[src/lwbc_pkg.sv]
`timescale 1ns / 1ps
// ----------------------------------------------------------------------------
// lwbc_pkg
// Shared constants and types of the LRU write-back cache.
// ----------------------------------------------------------------------------
package lwbc_pkg;

  localparam int WAYS_DEF     = 8;
  localparam int KEY_BITS_DEF = 8;
  localparam int DATA_W       = 32;
  localparam int KEY_FIELD_W  = 8;
  localparam int CAP_W        = 4;
  localparam int IN_W         = KEY_FIELD_W + DATA_W;

  localparam logic [CAP_W-1:0] CAP_RESET  = CAP_W'(8);
  localparam logic             MODE_READ  = 1'b0;
  localparam logic             MODE_WRITE = 1'b1;

  typedef enum logic [1:0] {
    ST_IDLE,
    ST_LOOK,
    ST_EXEC
  } lwbc_state_e;

  typedef enum logic [1:0] {
    UPD_NONE,
    UPD_PROMOTE,
    UPD_INSERT
  } lwbc_upd_e;

  typedef struct packed {
    logic hit;
    logic evict;
    logic vic_dirty;
  } lwbc_look_t;

  typedef struct packed {
    lwbc_upd_e op;
    logic      set_dirty;
    logic      evict;
  } lwbc_upd_t;

endpackage

[src/lwbc_data_ram.sv]
`timescale 1ns / 1ps
// ----------------------------------------------------------------------------
// lwbc_data_ram
// Entry data store: one write port, one registered read port.
// ----------------------------------------------------------------------------
module lwbc_data_ram #(
  parameter int  WAYS = lwbc_pkg::WAYS_DEF,
  localparam int IW   = (WAYS > 1) ? $clog2(WAYS) : 1
) (
  input  logic                      clk_i,
  input  logic                      we_i,
  input  logic [IW-1:0]             waddr_i,
  input  logic [lwbc_pkg::DATA_W-1:0] wdata_i,
  input  logic                      re_i,
  input  logic [IW-1:0]             raddr_i,
  output logic [lwbc_pkg::DATA_W-1:0] rdata_o
);
  import lwbc_pkg::*;

  logic [DATA_W-1:0] mem [WAYS];

  always_ff @(posedge clk_i) begin
    if (we_i) begin
      mem[waddr_i] <= wdata_i;
    end
    if (re_i) begin
      rdata_o <= mem[raddr_i];
    end
  end

endmodule

[config.mk]
export PLATFORM = sky130hd
export DESIGN_NAME = lwbc_data_ram
export DESIGN_NICKNAME = d
export VERILOG_FILES = /design/src/lwbc_pkg.sv /design/src/lwbc_data_ram.sv
export SDC_FILE = /design/constraint.sdc
export NUM_CORES = 1
export LEC_CHECK = 0
export BUFFER_PORTS_ARGS = -buffer_cell sky130_fd_sc_hd__buf_2
export CORE_MARGIN = 2
export CORE_UTILIZATION = 35
export DETAILED_ROUTE_END_ITERATION = 7
export REMOVE_ABC_BUFFERS = 1
export SLEW_MARGIN = 20
export SYNTH_ARGS = -nofsm -noshare
export SYNTH_HDL_FRONTEND = slang
export SYNTH_SLANG_ARGS = --single-unit
export TNS_END_PERCENT = 5
[constraint.sdc]
create_clock -name clk_i -period 3.88 [get_ports clk_i]
set_input_delay 0 -clock clk_i [delete_from_list [all_inputs] [get_ports clk_i]]
set_output_delay 0 -clock clk_i [all_outputs]
set_load 0.005 [all_outputs]
==> qor.csv <==
metric,value,unit
Num CTS Buffers,29,
Commonest cells post-synth,"288 x edfxtp_1, 40 x mux4_1, 32 x mux2_2, 24 x mux4_2, 7 x buf_6",
H-tree Lvls,1,
Critical Path RT,4160,ps
Synth area leader,edfxtp_1,
sum of negative setup slack,0,ps
period utilisation layout,36.8,%
Post-CTS Resized,0,
Post-synth EDFFs,288,
Die X,180,um
Final Net Count,585,
crit path cell chain,"mux4_1, mux2_2",
"Seq/Total Area, Yosys",80.2,%
Mean Syn Cell Area,26.0,sq um
Setup Buffers After CTS,0,
CP top delay family,multiplexers,
"Setup violations, final",0,
Total Routing Usage GR,12.9,%
PortBufs,72,
Synth top area share,80.2,%
most common cell in the synthesized netlist,edfxtp_1,
number of global-route vias before repair,5113,
Hold Fails Final Rpt,0,
"Reg clk slew, reported paths",60,ps
Final Skew,17.9,ps
status,finished clean,
first-pass GRT wire length,31300,um
router iterations before antenna repair,5,
DRT antenna net count,0,
Worst Hold Class,in2reg,
Netlist cell types,12,
Syn-to-layout area delta,19.2,%
ys async rst share,0,%
cell count after synthesis,415,
YS warnings,0,
Final Cell Area,0.0129,sq mm
DIE HEIGHT,180,um
Max-cap violations,0,
synth top area cells,"edfxtp_1 80%, mux4_1 9.7%, mux4_2 5.0%",
Peak Freq,700,MHz
Post-DP Area,0.0117,sq mm
Final Core Density,42.2,%
row cnt,64,
CP startpoint kind,flip-flop,
Post-Route WL,20900,um
largest fanout on the critical path,1,
Final Wtd Congestion,0.661,
power per cell area,496,mW/mm^2
routed length per instance,21.7,um
top_reg_cell synth,edfxtp_1,
hold-fix buffer count after cts,32,
largest net degree at the start of global routing,54,
Setup Crit Path Kind,reg2reg,
layout cell share with drive strength beyond 1,32.6,%
Iteration-0 DRC Markers,397,
Period minus WS final,1430,ps
placed cell count,875,
die area,0.0322,sq mm
unrepaired setup endpoints after global routing,no,
WP buf/inv,0,
Worst Path Arrival,1710,ps
Worst Hold Slack,149,ps
Worst path max stage delay,510,ps
Core Area,0.0304,sq mm
via count,4701,
worst slew pin tran,1060,ps
Final Max Tran Viols,0,
diode count,0,
DRC,0,
clk_lat worst skew,550,ps
normalized max-slew margin,29.4,%
CTS tree,built,
DR vias/cell,4.88,
#FFs+latches synth,288,
aggregate global routing overflow,0,
antenna violations before repair,0,
Final Non-Filler Cells,963,
clock sink count,288,
num ports,73,
Crit-path slowest cell,mux4_1,
Mapped Area,0.0108,sq mm
Max Buffers Root-to-Sink,3,
Pleak,4.27,nW
Initial Util,35.4,%
clock root buffer,clkbuf_16,
Peak VDD IR,409,uV
Setup crit end kind,flip-flop,
Detailed Place HPWL,11200,um
-- sequential cells by signal (all words and copies together), names as in the netlist --
name     count
mem        256
rdata_o     32
-- through the flow --
step	power, W	setup WS, ps
floorplan	0.00379	1030
global placement	0.00395	1750
detailed placement	0.00398	1880
CTS	0.00645	2450
global route	0.00662	2410
finish	0.00638	2450
-- cell families after synthesis --
group	count (synthesis)	share of synthesized area, %
flip-flops	288	80.2
buffers and inverters	18	1.18
AND/OR/NAND/NOR	13	0.545
multiplexers	96	18.1
-- final cells by class --
cell class	instances	area (sq um)
well taps	396	495
fillers	2642	17600
multi-input cells	109	2070
repair buffers	116	808
clock buffers	35	748
flip-flops and latches	288	8650
clock inverters	19	86.3
-- per-layer routing --
layer	share of wire [%]	track usage [%]	wire length [um]	up-vias
li1	-	-	-	2078
met1	41	16.1	8530	2495
met2	53	23.3	11100	98
met3	4.1	2.37	849	30
met4	1.8	3.15	369	0
met5	0	0	0	-
-- final timing paths --
path                                 start     endpoint  slack [ps]  cells after the start
worst min-delay path            raddr_i[2]  rdata_o[27]         150                      3
worst max register to register  mem[6][14]  rdata_o[14]        2450                      2
worst max-delay path            mem[6][14]  rdata_o[14]        2450                      2
worst min register to register  mem[2][26]  rdata_o[26]         740                      2
-- placed cells by master (no fill, tap or decap), types with 2 or more instances in the layout --
cell	n
mux2_2	32
clkinv_2	8
clkbuf_16	29
buf_2	71
nor2_4	6
clkinv_1	10
mux4_2	24
edfxtp_1	288
clkbuf_1	6
buf_4	10
mux4_1	40
nand2_1	2
nand2b_1	3
nor3_2	2
dlygate4sd3_1	33
-- worst register-to-register path: cells and delay by family (launching register included) --
family	cells	cell delay (ps)
flops	1	380
mux	2	790
-- where the power goes --
part,internal [W],switching [W],leakage (nW),total (W)
Clock,0.00136,0.00108,0.416,0.00245
Combinational,0.000172,0.000171,1.22,0.000343
Sequential,0.00356,0.0000314,2.64,0.00359
Total,0.00509,0.00129,4.27,0.00638
(Power assumes the default switching activity.)
