<file path="src/lwbc_pkg.sv">
`timescale 1ns / 1ps
// ----------------------------------------------------------------------------
// lwbc_pkg
// Shared constants and types of the LRU write-back cache.
// ----------------------------------------------------------------------------
package lwbc_pkg;

  localparam int WAYS_DEF     = 8;
  localparam int KEY_BITS_DEF = 8;
  localparam int DATA_W       = 32;
  localparam int KEY_FIELD_W  = 8;
  localparam int CAP_W        = 4;
  localparam int IN_W         = KEY_FIELD_W + DATA_W;

  localparam logic [CAP_W-1:0] CAP_RESET  = CAP_W'(8);
  localparam logic             MODE_READ  = 1'b0;
  localparam logic             MODE_WRITE = 1'b1;

  typedef enum logic [1:0] {
    ST_IDLE,
    ST_LOOK,
    ST_EXEC
  } lwbc_state_e;

  typedef enum logic [1:0] {
    UPD_NONE,
    UPD_PROMOTE,
    UPD_INSERT
  } lwbc_upd_e;

  typedef struct packed {
    logic hit;
    logic evict;
    logic vic_dirty;
  } lwbc_look_t;

  typedef struct packed {
    lwbc_upd_e op;
    logic      set_dirty;
    logic      evict;
  } lwbc_upd_t;

endpackage

</file>
<file path="src/lwbc_tags.sv">
`timescale 1ns / 1ps
// ----------------------------------------------------------------------------
// lwbc_tags
// Tag, valid, dirty and age store: key match, victim pick, LRU age update.
// ----------------------------------------------------------------------------
module lwbc_tags #(
  parameter int  WAYS     = lwbc_pkg::WAYS_DEF,
  parameter int  KEY_BITS = lwbc_pkg::KEY_BITS_DEF,
  localparam int IW       = (WAYS > 1) ? $clog2(WAYS) : 1,
  localparam int CW       = $clog2(WAYS + 1)
) (
  input  logic                clk_i,
  input  logic                rst_ni,
  input  logic [KEY_BITS-1:0] key_i,
  input  logic [CW-1:0]       cap_i,
  output lwbc_pkg::lwbc_look_t look_o,
  output logic [IW-1:0]       way_o,
  output logic [KEY_BITS-1:0] vic_key_o,
  input  lwbc_pkg::lwbc_upd_t upd_i,
  input  logic [IW-1:0]       upd_way_i,
  input  logic [KEY_BITS-1:0] upd_key_i
);
  import lwbc_pkg::*;

  logic [KEY_BITS-1:0] key_q [WAYS];
  logic [IW-1:0]       age_q [WAYS];
  logic [WAYS-1:0]     valid_q;
  logic [WAYS-1:0]     dirty_q;
  logic [CW-1:0]       count_q;

  logic [WAYS-1:0] match;
  logic [WAYS-1:0] oldest;
  logic [CW-1:0]   cnt_m1;
  logic [IW-1:0]   hit_idx;
  logic [IW-1:0]   vic_idx;
  logic [IW-1:0]   free_idx;
  logic [IW-1:0]   age_w;

  // valid entries hold distinct ages 0..count-1, so the victim has age count-1
  always_comb begin
    cnt_m1   = count_q - CW'(1);
    hit_idx  = '0;
    vic_idx  = '0;
    free_idx = '0;
    for (int i = 0; i < WAYS; i++) begin
      match[i]  = valid_q[i] && (key_q[i] == key_i);
      oldest[i] = valid_q[i] && (CW'(age_q[i]) == cnt_m1);
      if (match[i]) begin
        hit_idx = hit_idx | IW'(i);
      end
      if (oldest[i]) begin
        vic_idx = vic_idx | IW'(i);
      end
    end
    for (int i = WAYS - 1; i >= 0; i--) begin
      if (!valid_q[i]) begin
        free_idx = IW'(i);
      end
    end
    look_o.hit       = |match;
    look_o.evict     = !(|match) && (count_q >= cap_i);
    look_o.vic_dirty = dirty_q[vic_idx];
    vic_key_o        = key_q[vic_idx];
    if (look_o.hit) begin
      way_o = hit_idx;
    end else if (look_o.evict) begin
      way_o = vic_idx;
    end else begin
      way_o = free_idx;
    end
  end

  assign age_w = age_q[upd_way_i];

  always_ff @(posedge clk_i or negedge rst_ni) begin
    if (!rst_ni) begin
      valid_q <= '0;
      dirty_q <= '0;
      count_q <= '0;
      for (int i = 0; i < WAYS; i++) begin
        age_q[i] <= '0;
      end
    end else begin
      unique case (upd_i.op)
        UPD_PROMOTE: begin
          for (int i = 0; i < WAYS; i++) begin
            if (valid_q[i] && (IW'(i) != upd_way_i) && (age_q[i] < age_w)) begin
              age_q[i] <= age_q[i] + 1'b1;
            end
          end
          age_q[upd_way_i] <= '0;
          if (upd_i.set_dirty) begin
            dirty_q[upd_way_i] <= 1'b1;
          end
        end
        UPD_INSERT: begin
          for (int i = 0; i < WAYS; i++) begin
            if (valid_q[i] && (IW'(i) != upd_way_i)) begin
              age_q[i] <= age_q[i] + 1'b1;
            end
          end
          age_q[upd_way_i]   <= '0;
          valid_q[upd_way_i] <= 1'b1;
          dirty_q[upd_way_i] <= upd_i.set_dirty;
          if (!upd_i.evict) begin
            count_q <= count_q + 1'b1;
          end
        end
        default: begin
        end
      endcase
    end
  end

  always_ff @(posedge clk_i) begin
    if (upd_i.op == UPD_INSERT) begin
      key_q[upd_way_i] <= upd_key_i;
    end
  end

endmodule

</file>
<file path="config.mk">
export PLATFORM = sky130hd
export DESIGN_NAME = lwbc_tags
export DESIGN_NICKNAME = d
export VERILOG_FILES = /design/src/lwbc_pkg.sv /design/src/lwbc_tags.sv
export SDC_FILE = /design/constraint.sdc
export NUM_CORES = 1
export LEC_CHECK = 0
export ABC_AREA = 0
export BUFFER_PORTS_ARGS = -buffer_cell sky130_fd_sc_hd__buf_2
export CORE_MARGIN = 1.5
export CORE_UTILIZATION = 62
export DETAILED_ROUTE_END_ITERATION = 6
export PLACE_DENSITY = 0.81
export SLEW_MARGIN = 0
export SYNTH_ARGS = -nofsm -noshare
export SYNTH_HDL_FRONTEND = slang
export SYNTH_SLANG_ARGS = --single-unit
</file>
<file path="constraint.sdc">
create_clock -name clk_i -period 3.17 [get_ports clk_i]
set_clock_uncertainty 0.05 [all_clocks]
set_input_delay 0.1585 -clock clk_i [delete_from_list [all_inputs] [get_ports clk_i]]
set_output_delay 0.1585 -clock clk_i [all_outputs]
set_load 0.005 [all_outputs]
</file>
==> flow_summary_export.csv <==
group,metric,value,unit
detailed_routing,drt-total-wl,18400,um
clock_tree,cts-root-buf,"clkbuf_16",
power,p_int,5.24,mW
detailed_routing,vias_per_cell,6.56,
floorplanning,rows,39,
worst_setup_path,crit_required,2.96,ns
global_routing,overflow,0,
finish,finalNonFillerCells,850,
power,total_power,9.22,mW
clock_tree,path_clk_slew,0.08,ns
logic_synthesis,ys_types,57,
min_path,hp-class,"primary input to flop",
finish,fin_util,0.723,
worst_setup_path,path_class,"flop to output pin",
finish,final_nets,763,
finish,multi_input_area,4040,um2
power,p_sw,3.99,mW
logic_synthesis,syn_nets,713,
detailed_routing,routedWlPerCell,21.6,um
power,power_density,1120,nW/um2
placed_design,gp_congestion,0.995,
finish,most-common-layout-cells,"edfxtp_1 (64), xnor2_1 (61), dfrtp_1 (43), buf_2 (42), nand2_1 (37)",
placed_design,portBuffers,42,
placed_design,post-place-ws,0.210,ns
clock_tree,cts_buffers,9,
power,pwr-share-clk,0.125,
clock_tree,worstSkewPairLatency,0.36,ns
timing,period_share,1.02,
worst_setup_path,start_kind,"flop",
clock_tree,cts.htree.levels,3,
finish,drive_gt1_frac,0.233,
global_routing,grt_pass1_wl,29000,um
detailed_routing,drtAntennaViolNets,0,
global_routing,grt_max_degree,47,
run_status,status,"complete, but fails checks",
clock_tree,clock_path_buffers,2,
logic_synthesis,netlist.top_cell.by_area,"edfxtp_1",
worst_setup_path,reg2reg_from,"age_q[11]$_DFFE_PN0P_",
power,ir_drop,1.43,mV
timing,whs,0.0227,ns
global_routing,antenna_found_initial,0,
logic_synthesis,ys_warn_count,0,
floorplanning,ioPinCount,43,
global_routing,grt_usage,0.299,
floorplanning,start_util,0.635,
min_path,min_from,"upd_key_i[6]",
finish,final_common_cell,"edfxtp_1",
finish,regArea,3020,um2
global_routing,busiest_layer,"met2",
min_path,worstHoldEndpoint,"key_q[3][6]$_DFFE_PP_",
logic_synthesis,synth_area,7250,um2
finish,area_delta_synth_final,13.7,%
min_path,hold_path_depth,1,
placed_design,dp.final_hpwl,12900,um
power,seq_power_share,0.225,
clock_tree,clock-sinks,108,
job,drv_cap,0,
logic_synthesis,async_flop_share,0.407,
power,netSwitchingFraction,0.432,
timing,tightest_slew,1.02,ns
power,comb_power_share,0.650,
floorplanning,fp.dieH,111,um
logic_synthesis,synthFlopType,"edfxtp_1",
finish,diodes,0,
worst_setup_path,reg2regPathDepth,9,
worst_setup_path,end_kind,"output pin",
floorplanning,die_area,12400,um2
worst_setup_path,crit-reg2reg-capture,"age_q[1]$_DFFE_PN0P_",
placed_design,dp.cells,818,
timing,setup_viol,9,
floorplanning,coreArea,11400,um2
logic_synthesis,syn_inst,652,
worst_setup_path,crit_chain,"inv_2 -> ha_4 -> buf_6 -> xor2_1 -> nand4_1 -> a21oi_4 -> clkbuf_16 -> mux2_4 -> a221oi_2 -> o22ai_1 -> buf_2",
logic_synthesis,yosysSeqAreaShare,0.417,
detailed_routing,num_vias,5580,
detailed_routing,drc,0,
run_status,violations,"setup timing",
worst_setup_path,slowest_stage,"dfrtp_1",
timing,max_clock_freq,0.309,GHz
global_routing,use_met2,0.518,
worst_setup_path,rrSetupSlack,0.46,ns
timing,worst_slew_margin_rel,0.322,
floorplanning,die_w,111,um
worst_setup_path,cp_max_fo,8,
timing,finalHoldViolCount,0,
global_routing,grt_pass1_vias,5501,
power,p_leak,3.31,nW
logic_synthesis,syn_avg_cell_area,11.1,um2
clock_tree,cts_tree,"built",
timing,fin_ws,-0.0637,ns
logic_synthesis,synth_top_area_share,0.265,
timing,drv_slew,0,
timing,rsz0062_at_grt,"yes",
timing,fin_crit,3.23,ns
logic_synthesis,synth_edf_count,64,
worst_setup_path,worstPathArrival,3.03,ns
global_routing,grtUsageMet3,0.0459,
logic_synthesis,yosys-top-cells-area,"edfxtp_1 (26%), dfrtp_1 (15%), xnor2_1 (7.4%)",
detailed_routing,drt_pre_antenna_iters,5,
logic_synthesis,yosys_register_bits,108,
global_routing,met1_usage,0.375,
finish,nFillCells,807,
worst_setup_path,cpPeakStageDelay,0.38,ns
detailed_routing,drtIter0Drc,435,
layer usage:
metal	share of wire	up-vias
met4	0.035	0
met2	0.51	220
met5	0	-
met3	0.060	57
li1	-	2552
met1	0.39	2751
area by class of cell:
class / instances / area share
Multi-Input combinational cell: 477 / 0.490
Sequential cell: 108 / 0.367
Timing Repair Buffer: 84 / 0.0742
Clock buffer: 9 / 0.0273
Tap cell: 143 / 0.0217
Clock inverter: 7 / 0.0105
Inverter: 22 / 0.0100
registers in the layout, summed over array words and instances (netlist names):
name and count:
key_q 64, age_q 24, dirty_q 8, valid_q 8, count_q 4
worst max-delay path by stage:
stage / to / startpoint / slack, ns / cells past startpoint
after detailed placement: vic_key_o[2] / count_q[1]$_DFFE_PN0P_ / 0.21 / 9
after global placement: look_o[0] / count_q[0]$_DFFE_PN0P_ / 0.31 / 9
after floorplan: age_q[1]$_DFFE_PN0P_ / age_q[11]$_DFFE_PN0P_ / 0.27 / 7
final: vic_key_o[4] / count_q[1]$_DFFE_PN0P_ / -0.06 / 11
after global routing: look_o[0] / count_q[1]$_DFFE_PN0P_ / -0.09 / 11
after CTS: vic_key_o[2] / count_q[1]$_DFFE_PN0P_ / 0.005 / 10
cell usage after synthesis (6+ instances only):
library cell / number
dfrtp_1: 44
mux4_2: 6
a41o_1: 8
o22ai_1: 9
mux2_2: 20
xor2_1: 28
a211oi_1: 7
o2bb2ai_1: 7
a22oi_1: 6
nor2_1: 20
nand4_1: 16
and2_1: 16
a221oi_1: 9
nand2_1: 37
a2111oi_0: 7
nor4_1: 9
xnor2_1: 61
a21oi_1: 35
buf_2: 6
a211o_1: 8
mux2i_1: 26
buf_6: 7
or2_2: 9
inv_1: 22
edfxtp_1: 64
o21bai_1: 8
ha_1: 32
o21ai_0: 19
nand3_1: 13
o211ai_1: 9
clkbuf_1: 27
a221oi_2: 10
power groups by stage:
stage | logic [mW] | clock network, mW | registers (mW)
5_1_grt | 6.40 | 1.20 | 2.11
4_1_cts | 5.23 | 1.16 | 2.06
3_5_place_dp | 5.15 | 0 | 2.08
3_3_place_gp | 4.99 | 0 | 2.07
6_report | 6.00 | 1.15 | 2.07
2_1_floorplan | 3.79 | 0 | 1.92
critical path: cells and delay by family, from the launching register on:
family | cells | cell delay (ns)
AOI/OAI and AO/OA | 3 | 0.70
xor gates and xnor gates | 1 | 0.18
adders and majority gates | 1 | 0.33
buffers and inverters | 4 | 0.54
DFF | 1 | 0.38
muxes | 1 | 0.31
and+or+nand+nor | 1 | 0.21
per-stage QoR:
stage | TNS, ns | cell area [um2]
after global placement | 0 | 7660
after global routing | -0.688 | 8250
after floorplan | 0 | 7250
final | -0.238 | 8250
after detailed placement | 0 | 7660
after CTS | 0 | 7990
repair_timing:
action | 4_1_cts | 5_1_grt
pin swaps | 0 | 17
hold endpoints to repair | 44 | 0
setup endpoints to repair | 10 | 10
buffers inserted | 0 | 14
cloned | 0 | 1
gates resized for setup | 2 | 22
hold buffers | 1 | 0
cells by family (layout without fill, tap and decap cells):
| family | count (synthesis) | after routing | synth area share |
|---|---|---|---|
| AO/OA/AOI/OAI | 160 | 160 | 0.167 |
| XOR/XNOR | 96 | 96 | 0.131 |
| adder cells (fa/ha/maj) | 32 | 32 | 0.0552 |
| buffers and inverters | 67 | 122 | 0.0440 |
| flip-flops | 108 | 108 | 0.417 |
| multiplexers | 53 | 53 | 0.0887 |
| AND/OR/NAND/NOR | 136 | 136 | 0.0983 |
No activity file was read; power rests on OpenSTA's default activity.
